File: config.mk
export PLATFORM = sky130hd
export DESIGN_NAME = crpf_ctrl
export DESIGN_NICKNAME = d
export VERILOG_FILES = /design/src/hw/rtl/crpf_pkg.sv /design/src/hw/rtl/crpf_ctrl.sv
export SDC_FILE = /design/constraint.sdc
export NUM_CORES = 1
export LEC_CHECK = 0
export BUFFER_PORTS_ARGS = -buffer_cell sky130_fd_sc_hd__buf_2
export CORE_MARGIN = 2
export CORE_UTILIZATION = 49
export CTS_CLUSTER_DIAMETER = 80
export DETAILED_ROUTE_END_ITERATION = 6
export PLACE_DENSITY = 0.77
export SLEW_MARGIN = 20
export SYNTH_ARGS = -nofsm -noshare
export SYNTH_HDL_FRONTEND = slang
export SYNTH_SLANG_ARGS = --single-unit
File: constraint.sdc
create_clock -name clock -period 2.15 [get_ports clock]
set_input_delay 0 -clock clock [delete_from_list [all_inputs] [get_ports clock]]
set_output_delay 0 -clock clock [all_outputs]
set_load 0.02 [all_outputs]
File: src/hw/rtl/crpf_pkg.sv
// ----------------------------------------------------------------------------
// Catmull-Rom path follower package
// Shared request, response, command and status types, register indexes and
// fixed-point widths of the path follower.
// ----------------------------------------------------------------------------
package crpf_pkg;

   // Coordinate and fraction widths (Q16.16 coordinates, Q0.16 path time).
   localparam int COORD_W = 32;
   localparam int FRAC_W  = 16;

   // Datapath widths: point plus base, doubled basis weight, product, sum.
   localparam int PSUM_W = COORD_W + 1;
   localparam int WGT_W  = 20;
   localparam int PROD_W = PSUM_W + WGT_W;
   localparam int ACC_W  = PROD_W + 2;

   // Number of axes and control points that one segment spans.
   localparam int NUM_AXES   = 3;
   localparam int SEG_POINTS = 4;

   // Constant term of the second weight (2.0 in Q4.16) and rounding bias.
   localparam logic signed [WGT_W-1:0] W1_BIAS    = 20'sd131072;
   localparam logic signed [ACC_W-1:0] ROUND_BIAS = 55'sd65536;

   // Configuration port.
   localparam int CSR_IDX_W  = 3;
   localparam int CSR_DATA_W = 32;
   localparam int NUMPTS_W   = 7;

   localparam logic [CSR_IDX_W-1:0] CSR_ANIMATE    = 3'd0;
   localparam logic [CSR_IDX_W-1:0] CSR_NUM_POINTS = 3'd1;
   localparam logic [CSR_IDX_W-1:0] CSR_BASE_X     = 3'd2;
   localparam logic [CSR_IDX_W-1:0] CSR_BASE_Y     = 3'd3;
   localparam logic [CSR_IDX_W-1:0] CSR_BASE_Z     = 3'd4;

   // Request kinds.
   localparam logic KIND_LOAD = 1'b0;
   localparam logic KIND_TICK = 1'b1;

   // Request payload.
   typedef struct packed {
      logic                      kind;
      logic [5:0]                point_index;
      logic signed [COORD_W-1:0] point_x;
      logic signed [COORD_W-1:0] point_y;
      logic signed [COORD_W-1:0] point_z;
      logic [FRAC_W-1:0]         time_step;
   } req_type;

   // Response payload.
   typedef struct packed {
      logic signed [COORD_W-1:0] pos_x;
      logic signed [COORD_W-1:0] pos_y;
      logic signed [COORD_W-1:0] pos_z;
      logic                      moving;
   } rsp_type;

   // Commands from the controller to the datapath.
   typedef struct packed {
      logic       load_wr;     // write the request's point into the table
      logic       take_tick;   // capture the request's time step
      logic       time_update; // advance or clear the path time
      logic       sqr_en;      // fraction squared
      logic       cube_en;     // fraction cubed
      logic       wgt_en;      // basis weights
      logic       rd_en;       // table read
      logic [1:0] rd_ofs;      // point offset within the segment
      logic       sum_en;      // point plus base center
      logic       mul_en;      // weight times point
      logic [1:0] wsel;        // weight used by the multiply
      logic       acc_en;      // accumulate the product
      logic       acc_clr;     // first product of a segment
      logic       out_load;    // load the response register
      logic       out_spline;  // response comes from the spline
   } cmd_type;

   // Status from the datapath to the controller.
   typedef struct packed {
      logic active; // animation enabled and enough points
   } sts_type;

endpackage

File: src/hw/rtl/crpf_ctrl.sv
// ----------------------------------------------------------------------------
// Catmull-Rom path follower controller
// Sequences request intake, time update, weight computation, the four-point
// multiply-accumulate pipeline and the response handshake.
// ----------------------------------------------------------------------------
module crpf_ctrl (
   input  logic              clock,
   input  logic              reset,
   input  logic              req_valid,
   input  logic              req_kind,
   output logic              req_ready,
   output logic              rsp_valid,
   input  logic              rsp_ready,
   input  crpf_pkg::sts_type sts,
   output crpf_pkg::cmd_type cmd
);

   typedef enum logic [6:0] {
      ST_IDLE = 7'b0000001,
      ST_TIME = 7'b0000010,
      ST_SQR  = 7'b0000100,
      ST_CUBE = 7'b0001000,
      ST_WGT  = 7'b0010000,
      ST_MAC  = 7'b0100000,
      ST_OUT  = 7'b1000000
   } state_type;

   // Step counter points of the multiply-accumulate pipeline.
   localparam logic [2:0] MAC_RD_LAST  = 3'd3;
   localparam logic [2:0] MAC_SUM_LAST = 3'd4;
   localparam logic [2:0] MAC_MUL_LAST = 3'd5;
   localparam logic [2:0] MAC_ACC_FIRST = 3'd3;
   localparam logic [2:0] MAC_LAST     = 3'd6;
   localparam logic [2:0] MAC_SUM_FIRST = 3'd1;
   localparam logic [2:0] MAC_MUL_FIRST = 3'd2;

   state_type  state_ff, state_in;
   logic [2:0] cnt_ff, cnt_in;
   logic [2:0] wsel_full;
   logic       spline_ff, spline_in;
   logic       rsp_valid_ff, rsp_valid_in;
   logic       accept;

   assign req_ready = (state_ff == ST_IDLE);
   assign accept    = req_valid && req_ready;
   assign rsp_valid = rsp_valid_ff;
   assign wsel_full = cnt_ff - MAC_MUL_FIRST;

   // Next state and commands.
   always_comb begin
      state_in     = state_ff;
      cnt_in       = cnt_ff;
      spline_in    = spline_ff;
      rsp_valid_in = rsp_valid_ff && !rsp_ready;
      cmd          = '0;
      cmd.out_spline = spline_ff;
      cmd.rd_ofs   = cnt_ff[1:0];
      cmd.wsel     = wsel_full[1:0];

      unique case (state_ff)
         ST_IDLE: begin
            if (accept) begin
               if (req_kind == crpf_pkg::KIND_TICK) begin
                  cmd.take_tick = 1'b1;
                  state_in      = ST_TIME;
               end else begin
                  cmd.load_wr = 1'b1;
               end
            end
         end
         ST_TIME: begin
            cmd.time_update = 1'b1;
            spline_in       = sts.active;
            state_in        = sts.active ? ST_SQR : ST_OUT;
         end
         ST_SQR: begin
            cmd.sqr_en = 1'b1;
            state_in   = ST_CUBE;
         end
         ST_CUBE: begin
            cmd.cube_en = 1'b1;
            state_in    = ST_WGT;
         end
         ST_WGT: begin
            cmd.wgt_en = 1'b1;
            cnt_in     = '0;
            state_in   = ST_MAC;
         end
         ST_MAC: begin
            // Read, add base, multiply and accumulate overlap by one step each.
            cmd.rd_en   = (cnt_ff <= MAC_RD_LAST);
            cmd.sum_en  = (cnt_ff >= MAC_SUM_FIRST) && (cnt_ff <= MAC_SUM_LAST);
            cmd.mul_en  = (cnt_ff >= MAC_MUL_FIRST) && (cnt_ff <= MAC_MUL_LAST);
            cmd.acc_en  = (cnt_ff >= MAC_ACC_FIRST);
            cmd.acc_clr = (cnt_ff == MAC_ACC_FIRST);
            if (cnt_ff == MAC_LAST) begin
               state_in = ST_OUT;
            end else begin
               cnt_in = cnt_ff + 3'd1;
            end
         end
         ST_OUT: begin
            if (!rsp_valid_ff || rsp_ready) begin
               cmd.out_load = 1'b1;
               rsp_valid_in = 1'b1;
               state_in     = ST_IDLE;
            end
         end
         default: begin
            state_in = ST_IDLE;
         end
      endcase
   end

   // Control registers.
   always_ff @(posedge clock) begin
      if (reset) begin
         state_ff     <= ST_IDLE;
         cnt_ff       <= '0;
         spline_ff    <= 1'b0;
         rsp_valid_ff <= 1'b0;
      end else begin
         state_ff     <= state_in;
         cnt_ff       <= cnt_in;
         spline_ff    <= spline_in;
         rsp_valid_ff <= rsp_valid_in;
      end
   end

endmodule

==> summary.txt, run 1 <==
Outcome
  • Status: completed

Critical path
  • Register-to-register setup slack: about 0.21 ns
  • CP peak stage delay: between 0.5 and 0.6 ns
  • Crit path cell chain: or4_4 > or3_4 > a221oi_1 > buf_2
  • Worst path slowest cell: or4_4
  • CP max FO: 7
  • CP Capture Type: primary output
  • CP required: 2.15 ns
  • Crit Path Category: reg -> out
  • FF-to-FF Start: state_ff[2]
  • Worst setup SP type: flop
  • Reg2reg end: cnt_ff[0]
  • Worst path arrival time: between 2 and 2.5 ns
  • WP buf/inv: 1
  • Worst R2R Path Depth: 4
  • Top Family by Delay on Critical Path: simple AND/OR/NAND/NOR gates

Clock network
  • Post-CTS setup buffers: 0
  • Worst skew pair latency: 0.28 ns
  • CTS Root Buffer Type: clkbuf_4
  • Clock slew at reported path FFs: about 0.080 ns
  • Max Buffers Root-to-Sink: 2
  • H-Tree Depth: 1
  • CTS tree: built
  • CTS Buf Count: 3
  • Sink Count: 12

Global route
  • GRT busiest layer: met2
  • GRT met1 Usage: around 25%
  • Vias in the first global route: ~660
  • Total GRT Usage: just under 20%
  • Global route overflow: 0
  • Met2 usage: between 30% and 40%
  • M3 GR Usage: approximately 2.4%
  • Largest net degree at the start of global routing: 13
  • Antenna violations before repair: 0
  • First-pass GRT wire length: between 2 and 3 mm

Floorplan
  • Initial core utilization: between 50 and 60%
  • Die area: ~2000 um^2
  • Core Region: about 1500 um^2
  • Die Height: roughly 45 um
  • Die W: roughly 45 um
  • FP Rows: 14
  • I/O pin count: 25

Timing
  • Slew margin rel.: a little under three fifths
  • Worst hold slack: ~0.009 ns
  • Max Fclk: ~480 MHz
  • Hold Vio Cnt, Final: 0
  • Final Setup Violations: 0
  • Crit share post-route: 96.3%
  • Slew Limit Fails: 0
  • Post-route minimum period: 2.07 ns
  • Layout Skew: approximately 0.0034 ns
  • Setup TNS: 0 ns
  • Unrepaired setup endpoints after global routing: false
  • Worst slew pin tran: about 0.65 ns
  • Setup WS post-layout: around 0.080 ns

Flow run
  • Total of max-cap violations: 0

Placed design
  • Cells after DPL: 139
  • Port Buffers: 24
  • Pre-CTS worst setup slack: about 0.29 ns
  • Final HPWL DP: ~1.3 mm
  • Gp weighted congestion: around 0.82

Power
  • VDD IR max: 487 uV
  • LEAKAGE: 0.000429 uW
  • Cell Pwr Density: approximately 500 nW/um^2

Finish
  • Non-Filler Instances: ~140
  • Layout area overhead: 13.8%
  • Share of cells above drive strength 1: 24.2%
  • Antenna cells: 0
  • Final nets: 140

Drt
  • Drt pass-1 iters: 4
  • DR DRC count: 0
  • ANT nets after route: 0
  • Post-DR wirelength/cell: 12.3 um
  • Via count: between 700 and 800
  • First-iteration detailed-routing DRC count: 30
  • Total Wirelength: between 1.5 and 2 mm
  • DR vias/cell: roughly 5.5

Logic synthesis
  • Synthesized area: 832 um^2
  • Ys Warns: 0
  • Yosys cell types: 34
  • Share of flip-flops with an asynchronous set or reset: 0%
  • Number of synthesized flops with an enable pin: 0
  • Synth Register Bits: 12
  • Register area share after synthesis: approximately 29%
  • Main synth FF type: dfxtp_1
  • Post-Syn Area per Cell: ~7.5 um^2
  • Syn_nets: 122
  • Cells after synthesis: between 100 and 150

Min path
  • Worst min path class: in -> reg
  • Hold Startpoint: sts
  • Hold Path Sink: state_ff[2]
  • Worst Hold Path Cells: 3
==> synth_stat cells (4+ instances only) <==
cell | instances | area, um^2
buf_4 | 6 | 45.0
nor2b_1 | 4 | 25.0
nand2_1 | 5 | 18.8
clkbuf_1 | 4 | 15.0
ha_1 | 5 | 62.6
dfxtp_1 | 12 | 240
nand2b_1 | 4 | 25.0
inv_1 | 8 | 30.0
nor3b_1 | 4 | 30.0
nor3_1 | 4 | 20.0
nor2_1 | 19 | 71.3
a21oi_1 | 10 | 50.1
==> metal layers <==
metal	vias to the layer above	wire (um)
met2	28	815
met4	0	46
met5	-	0
li1	414	-
met3	4	98
met1	353	811
==> worst max-delay path by stage <==
stage                      startpoint         to  slack (ns)  depth (start not counted)
after global placement    state_ff[2]  cnt_ff[2]        0.35                          4
final                     state_ff[2]     cmd[7]        0.08                          4
after global routing      state_ff[2]     cmd[7]       0.006                          4
after detailed placement  state_ff[2]  cnt_ff[0]        0.29                          4
after CTS                 state_ff[2]     cmd[7]        0.07                          4
after floorplan           state_ff[2]     cmd[7]        0.13                          5
==> sequential cells by signal, summed over array words and instances, names as in the netlist <==
signal / count
state_ff: 7
rsp_valid: 1
cnt_ff: 3
spline_ff: 1
==> where the power goes <==
group | leakage (uW) | total (uW) | internal, uW | switching [uW]
logic | 0.000311 | 59.2 | 23.3 | 35.9
clock network | 0.0000210 | 182 | 103 | 79.0
registers | 0.0000970 | 233 | 225 | 7.40
total | 0.000429 | 474 | 352 | 122
==> cells by family (layout without fill, tap and decap cells) <==
logic type                 count (synthesis)  in the layout  share of synthesized area [%]
xor gates and xnor gates                   1              1                           1.05
DFF                                       12             12                           28.9
AOI/OAI and AO/OA                         24             24                           18.8
adders and majority gates                  5              5                           7.52
and+or+nand+nor                           49             49                           31.0
buffers and inverters                     20             37                           12.8
==> through the flow <==
stage               cell area, um^2  total power, uW  utilization, %
floorplan                       832              279               -
global placement                896              295            58.1
detailed placement              896              295            58.1
CTS                             947              478            61.4
global route                    947              493            61.4
finish                          947              474            61.4
==> layout make-up <==
cell class	count	area (um^2)
Multi-Input combinational cell	79	490
Inverter	8	30.0
Timing Repair Buffer	25	130
Clock buffer	4	36.3
Fill cell	144	594
Sequential cell	12	240
Tap cell	16	20.0
==> repair_timing <==
action,4_1_cts,5_1_grt
endpoints found under the hold margin,1,0
endpoints found under the setup margin,1,0
hold buffers,1,0
resized for setup,1,0
==> cells in the final DEF, fill, tap and decap left out, drive strengths merged <==
| master | n |
|---|---|
| a2111oi | 1 |
| a211oi | 1 |
| a21oi | 10 |
| a221oi | 1 |
| a22o | 1 |
| a22oi | 1 |
| a31oi | 1 |
| and3 | 1 |
| and4b | 2 |
| buf | 24 |
| clkbuf | 4 |
| dfxtp | 12 |
| dlygate4sd3 | 1 |
| ha | 5 |
| inv | 8 |
| nand2 | 5 |
| nand2b | 4 |
| nand3 | 1 |
| nand4 | 1 |
| nor2 | 19 |
| nor2b | 4 |
| nor3 | 4 |
| nor3b | 4 |
| o211ai | 1 |
| o21ai | 3 |
| o22ai | 1 |
| o311ai | 1 |
| o31ai | 2 |
| or2 | 1 |
| or3 | 2 |
| or4 | 1 |
| xor2 | 1 |
==> worst reg2reg max path, delay by kind of cell, from the launching register on <==
family | cells | cell delay, ns
AO/OA/AOI/OAI | 2 | 0.75
flip-flops | 1 | 0.38
AND/OR/NAND/NOR | 2 | 0.71
No activity file was read; power rests on OpenSTA's default activity.
==> run 2, diff against run 1 <==
- ABC_AREA: not set -> 1
- CORE_UTILIZATION: 49 -> 39
- PLACE_DENSITY: 0.77 -> not set
==> run 2 against run 1 <==
Area after synthesis grew 6.5%. Flip-flop and latch count stayed put. Hold slack gained 0.0086 ns. Die area up 31%. Clock power about the same. Critical endpoint is now cmd[6]. Largest cell class unchanged. Highest routed layer unchanged.
==> summary.txt, run 2 <==
Timing
  • Setup TNS: 0 ns (unchanged)
  • Final Setup Violations: 0 (unchanged)
  • Max Fclk: 638 MHz (+32%)
  • Slew Limit Fails: 0 (unchanged)
  • Hold Vio Cnt, Final: 0 (unchanged)
  • Post-route minimum period: 1.57 ns (-0.502 ns)
  • Slew margin rel.: 81.5% (+25 points)
  • Layout Skew: 0.00752 ns (+0.00411 ns)
  • Crit share post-route: 72.9% (-23 points)
  • Setup WS post-layout: 0.582 ns (+0.502 ns)
  • Worst slew pin tran: 0.277 ns (-0.368 ns)
  • Unrepaired setup endpoints after global routing: false

Global route
  • Vias in the first global route: 736 (+12%)
  • First-pass GRT wire length: 3.03 mm (+6.3%)
  • Global route overflow: 0 (unchanged)
  • Total GRT Usage: 15.5% (-4.3 points)
  • Largest net degree at the start of global routing: 11 (-2)
  • Antenna violations before repair: 0 (unchanged)

Drt
  • Post-DR wirelength/cell: 10.0 um (-19%)
  • Via count: 835 (+4.5%)
  • First-iteration detailed-routing DRC count: 12 (-60%)
  • Total Wirelength: 1.84 mm (+4.0%)
  • DR DRC count: 0 (unchanged)
  • DR vias/cell: 4.54 (-18%)
  • ANT nets after route: 0 (unchanged)
  • Drt pass-1 iters: 4 (unchanged)

Clock network
  • Worst skew pair latency: 0.28 ns (about the same)
  • Clock slew at reported path FFs: 0.08 ns (about the same)
  • CTS Root Buffer Type: clkbuf_4
  • Sink Count: 12 (unchanged)
  • Max Buffers Root-to-Sink: 2 (unchanged)
  • CTS tree: built
  • Resize count post-CTS: 0 (-1)
  • H-Tree Depth: 1 (unchanged)
  • CTS Buf Count: 3 (unchanged)

Logic synthesis
  • Share of flip-flops with an asynchronous set or reset: 0% (unchanged)
  • Ys Warns: 0 (unchanged)
  • Post-synth top area share: 27.1% (-1.8 points)
  • Synth Register Bits: 12 (unchanged)
  • Synth area leader: dfxtp_1
  • Syn_nets: 143 (+17%)
  • Number of synthesized flops with an enable pin: 0 (unchanged)
  • Register area share after synthesis: 27.1% (-1.8 points)
  • Post-Syn Area per Cell: 6.71 um^2 (-10%)
  • Most frequent cells after synthesis: nand2_1 (23), nor2_1 (23), inv_1 (18)
  • Yosys cell types: 23 (-32%)
  • Largest cells by area after synthesis: dfxtp_1 (27%), nand2_1 (9.7%), nor2_1 (9.7%)
  • Main synth FF type: dfxtp_1
  • Synthesized area: 886 um^2 (+6.5%)
  • Cells after synthesis: 132 (+19%)

Floorplan
  • Initial core utilization: 40.8% (-13 points)
  • Die W: 51.7 um (+14%)
  • I/O pin count: 25 (unchanged)
  • Core Region: 2170 um^2 (+41%)
  • FP Rows: 17 (+3)
  • Die area: 2670 um^2 (+31%)
  • Die Height: 51.7 um (+14%)

Finish
  • Antenna cells: 0 (unchanged)
  • Share of cells above drive strength 1: 31.4% (+7.2 points)
  • Layout area overhead: 19.5%
  • Commonest cells after routing, fill and taps aside: buf_2 (24), nor2_1 (23), nand2_1 (23)
  • Fin area: 1060 um^2 (+12%)
  • Final nets: 168 (+20%)
  • Largest Register: state_ff
  • Largest regs: state_ff (7), cnt_ff (3)
  • Commonest non-fill, non-tap cell in the layout: buf_2
  • Max reg flops: 7 (unchanged)

Placed design
  • Final HPWL DP: 1.52 mm (+17%)
  • Port Buffers: 24 (unchanged)
  • Post-DP Area: 992 um^2 (+11%)
  • Gp weighted congestion: 0.799 (-2.7%)
  • Pre-CTS worst setup slack: 0.759 ns (+0.468 ns)

Critical path
  • Worst setup SP type: flop
  • Worst path arrival time: 1.57 ns (-0.50 ns)
  • CP required: 2.15 ns (about the same)
  • CP max FO: 7 (unchanged)
  • Crit Path Category: reg -> out
  • CP Capture Type: primary output

Power
  • LEAKAGE: 0.000573 uW (+33%)
  • VDD IR max: 325 uV (-33%)
  • Cell Pwr Density: 574 nW/um^2 (+15%)

Flow run
  • Total of max-cap violations: 0 (unchanged)

Outcome
  • Status: completed

Min path
  • Worst min path class: in -> reg
run 2: worst max-delay path, stage by stage (launching register included):
cell      delay [ns]
dfxtp_1         0.35
nor2_2          0.18
nand2_4         0.12
nor2_8          0.14
inv_2           0.10
a221oi_1        0.20
buf_2           0.20
run 2: kinds of logic after synthesis:
logic type,Yosys count,synth area share (%)
buf+inv,32,16.1
fa+ha+maj,5,7.06
simple gates,71,40.0
flops,12,27.1
compound gates,12,9.75
run 2: path summary, 6_finish.rpt:
path | start | to | slack, ns | depth (start not counted)
min | req_valid | state_ff[1] | 0.02 | 3
min reg2reg | spline_ff | spline_ff | 0.46 | 2
max | state_ff[1] | cmd[6] | 0.58 | 6
max reg2reg | cnt_ff[0] | state_ff[6] | 0.75 | 8
run 2: metal layers:
layer	vias to the layer above	routed length, um	global-route usage, %
met4	0	28	6.58
met1	364	797	17.3
met5	-	0	0
met3	4	91	3.45
met2	20	924	28.0
li1	447	-	-
run 2: where the power goes:
part	internal, uW	switching (uW)	leakage, uW
clock network	103	79.5	0.0000210
logic	59.8	123	0.000455
registers	233	9.19	0.0000972
total	396	212	0.000573
run 2: what timing repair did:
| action | CTS | global route |
|---|---|---|
| endpoints found under the setup margin | 0 | 0 |
| buffers inserted | 0 | 0 |
| hold buffers | 3 | 0 |
| hold endpoints to repair | 4 | 0 |
run 2: metrics by stage:
stage	hold WS, ns	util (%)	power [uW]	std cells
global placement	0.274	45.7	423	177
floorplan	0.0798	-	386	132
detailed placement	0.287	45.7	427	177
global route	0.0264	48.8	649	184
finish	0.0176	48.8	608	184
CTS	0.0114	48.8	618	184
run 2: area by class of cell:
type	instances	area, um^2
inverters	25	93.8
well taps	28	35.0
multi-input cells	88	503
repair buffers	27	150
flip-flops and latches	12	240
fillers	241	1110
clock buffers	4	36.3
==> run 3, diff against run 2 <==
- PLACE_DENSITY: not set -> 0.65
- clock period: 2.15 -> 1.3 ns (I/O delays scaled with it)
==> run 3 against run 2 <==
The flow now finishes with violations (negative setup slack). Hold slack got worse by 0.013 ns. First-iteration DRC count decreased by 33%. Clock-buffer cell count unchanged. Die area did not move. Combinational power increased by 150%. Largest cell class unchanged. Non-clock buffer count increased by 15. Clock power increased by 58%. Global-route usage grew 1.2 points.
==> summary.txt, run 3 (synthesis results as in run 2) <==
Outcome
  • Status: finished, violations left
  • Failing checks: negative setup slack

Drt
  • DR vias/cell: 4.56 (+0.55%)
  • DR DRC count: 0 (unchanged)
  • ANT nets after route: 0 (unchanged)
  • Post-DR wirelength/cell: 10.9 um (+9.0%)
  • First-iteration detailed-routing DRC count: 8 (-4)
  • Via count: 908 (+8.7%)
  • Drt pass-1 iters: 4 (unchanged)
  • Total Wirelength: 2.17 mm (+18%)

Critical path
  • Worst path arrival time: 1.39 ns (-0.18 ns)
  • CP max FO: 6 (-1)
  • Crit Path Category: reg -> out
  • Worst path slowest cell: dfxtp_2
  • Top Family by Delay on Critical Path: simple AND/OR/NAND/NOR gates
  • Worst setup SP type: flop
  • CP peak stage delay: 0.34 ns (about the same)
  • Crit path cell chain: nor2_4 > nand2_4 > nor2_8 > inv_4 > a221oi_2 > buf_4
  • WP buf/inv: 2 (unchanged)
  • CP Capture Type: primary output
  • CP required: 1.30 ns (-0.85 ns)

Global route
  • Largest net degree at the start of global routing: 11 (unchanged)
  • Global route overflow: 0 (unchanged)
  • Vias in the first global route: 756 (+2.7%)
  • Antenna violations before repair: 0 (unchanged)
  • Total GRT Usage: 16.7% (+1.2 points)
  • First-pass GRT wire length: 3.24 mm (+7.1%)

Timing
  • Post-route minimum period: approximately 1.4 ns
  • Slew Limit Fails: 0 (unchanged)
  • Setup WS post-layout: -0.0860 ns (-0.668 ns)
  • Crit share post-route: 107%
  • Setup TNS: -0.355 ns (-0.355 ns)
  • Layout Skew: 0.00140 ns (-0.00612 ns)
  • Max Fclk: around 700 MHz
  • Worst slew pin tran: 0.266 ns (-0.0112 ns)
  • Slew margin rel.: 82.2% (+0.75 points)
  • Final Setup Violations: 11 (+11)
  • Hold Vio Cnt, Final: 0 (unchanged)
  • Unrepaired setup endpoints after global routing: true

Finish
  • Commonest non-fill, non-tap cell in the layout: buf_4
  • Largest Register: state_ff
  • Antenna cells: 0 (unchanged)
  • Commonest cells after routing, fill and taps aside: buf_4 (24), nand2_1 (21), nor2_1 (18)
  • # fillers: 213 (-12%)
  • Share of cells above drive strength 1: 55.6% (+24 points)
  • Largest regs: state_ff (7), cnt_ff (3)
  • Non-Filler Instances: 199 (+8.2%)
  • Max reg flops: 7 (unchanged)
  • Layout area overhead: 49.2%
  • Final nets: 183 (+8.9%)

Floorplan
  • Die W: 51.7 um (unchanged)
  • I/O pin count: 25 (unchanged)
  • FP Rows: 17 (unchanged)
  • Die Height: 51.7 um (unchanged)
  • Core Region: 2170 um^2 (unchanged)
  • Initial core utilization: 40.8% (unchanged)
  • Die area: 2670 um^2 (unchanged)

Placed design
  • Port Buffers: 24 (unchanged)
  • Final HPWL DP: 1.45 mm (-4.9%)
  • Gp weighted congestion: 0.831 (+4.0%)
  • Cells after DPL: 180 (+1.7%)

Clock network
  • Worst skew pair latency: 0.27 ns (about the same)
  • CTS Buf Count: 3 (unchanged)
  • Clock slew at reported path FFs: 0.07 ns (about the same)
  • Max Buffers Root-to-Sink: 2 (unchanged)
  • CTS Root Buffer Type: clkbuf_4
  • H-Tree Depth: 1 (unchanged)
  • Sink Count: 12 (unchanged)
  • CTS tree: built

Power
  • Design Power: 1140 uW (+88%)
  • VDD IR max: 986 uV (+200%)
  • LEAKAGE: 0.000669 uW (+17%)
  • Cell Pwr Density: 866 nW/um^2 (+51%)

Flow run
  • Total of max-cap violations: 0 (unchanged)

Min path
  • Worst min path class: in -> reg
==> run 3: cell count changes in the layout (fill, tap and decap cells not counted), sizes merged <==
cell and delta:
dlygate4sd3 -1, buf +16, clkinv -1, inv +1
==> run 3: final cells by class <==
type | instances | area, um^2 | share of cell area (%)
Timing Repair Buffer | 42 | 305 | 23.1
Inverter | 25 | 101 | 7.67
Tap cell | 28 | 35.0 | 2.65
Sequential cell | 12 | 258 | 19.5
Multi-Input combinational cell | 88 | 586 | 44.3
Clock buffer | 4 | 36.3 | 2.75
==> run 3: per-stage QoR <==
step                      area (um^2)  util, %  hold slack [ns]  setup slack [ns]
after detailed placement         1030     47.3            0.279            0.0553
after CTS                        1210     55.9         0.000154           -0.0822
after floorplan                   897        -           0.0798            0.0235
after global placement           1030     47.3            0.273            0.0497
after global routing             1320     60.9           0.0111            -0.190
final                            1320     60.9          0.00496           -0.0860
==> run 3: worst paths after layout <==
kind	start	end	slack [ns]	cells past startpoint
worst max-delay path	state_ff[0]	cmd[6]	-0.09	6
worst min-delay path	rsp_ready	rsp_valid	0.005	4
worst max register to register	state_ff[0]	state_ff[5]	-0.04	9
worst min register to register	spline_ff	spline_ff	0.48	2
==> run 3: power breakdown <==
part           switching (uW)  total (uW)  internal, uW
Combinational             258         449           191
Sequential               20.9         407           386
Clock                     119         289           170
Total                     397        1140           747
==> run 3: repair_timing <==
item	4_1_cts	5_1_grt
gates resized for setup	32	25
setup buffers	9	5
pin swaps	12	7
endpoints found under the setup margin	8	18
hold buffers	1	1
endpoints found under the hold margin	1	1
==> run 3: tightest hold or removal path: cells and delay by family <==
| family | cells | cell delay (ns) |
|---|---|---|
| AOI/OAI and AO/OA | 1 | 0.05 |
| and+or+nand+nor | 1 | 0.05 |
| buffers and inverters | 2 | 0.12 |
==> run 3: layer usage <==
layer  track usage [%]  wire, um  share of wire (%)  up-vias
li1                  -         -                  -      478
met2              29.7      1170                 54       13
met1              19.4       919                 42      415
met5                 0         0                  0        -
met3              6.03        70                3.2        2
met4              2.63        16               0.74        0
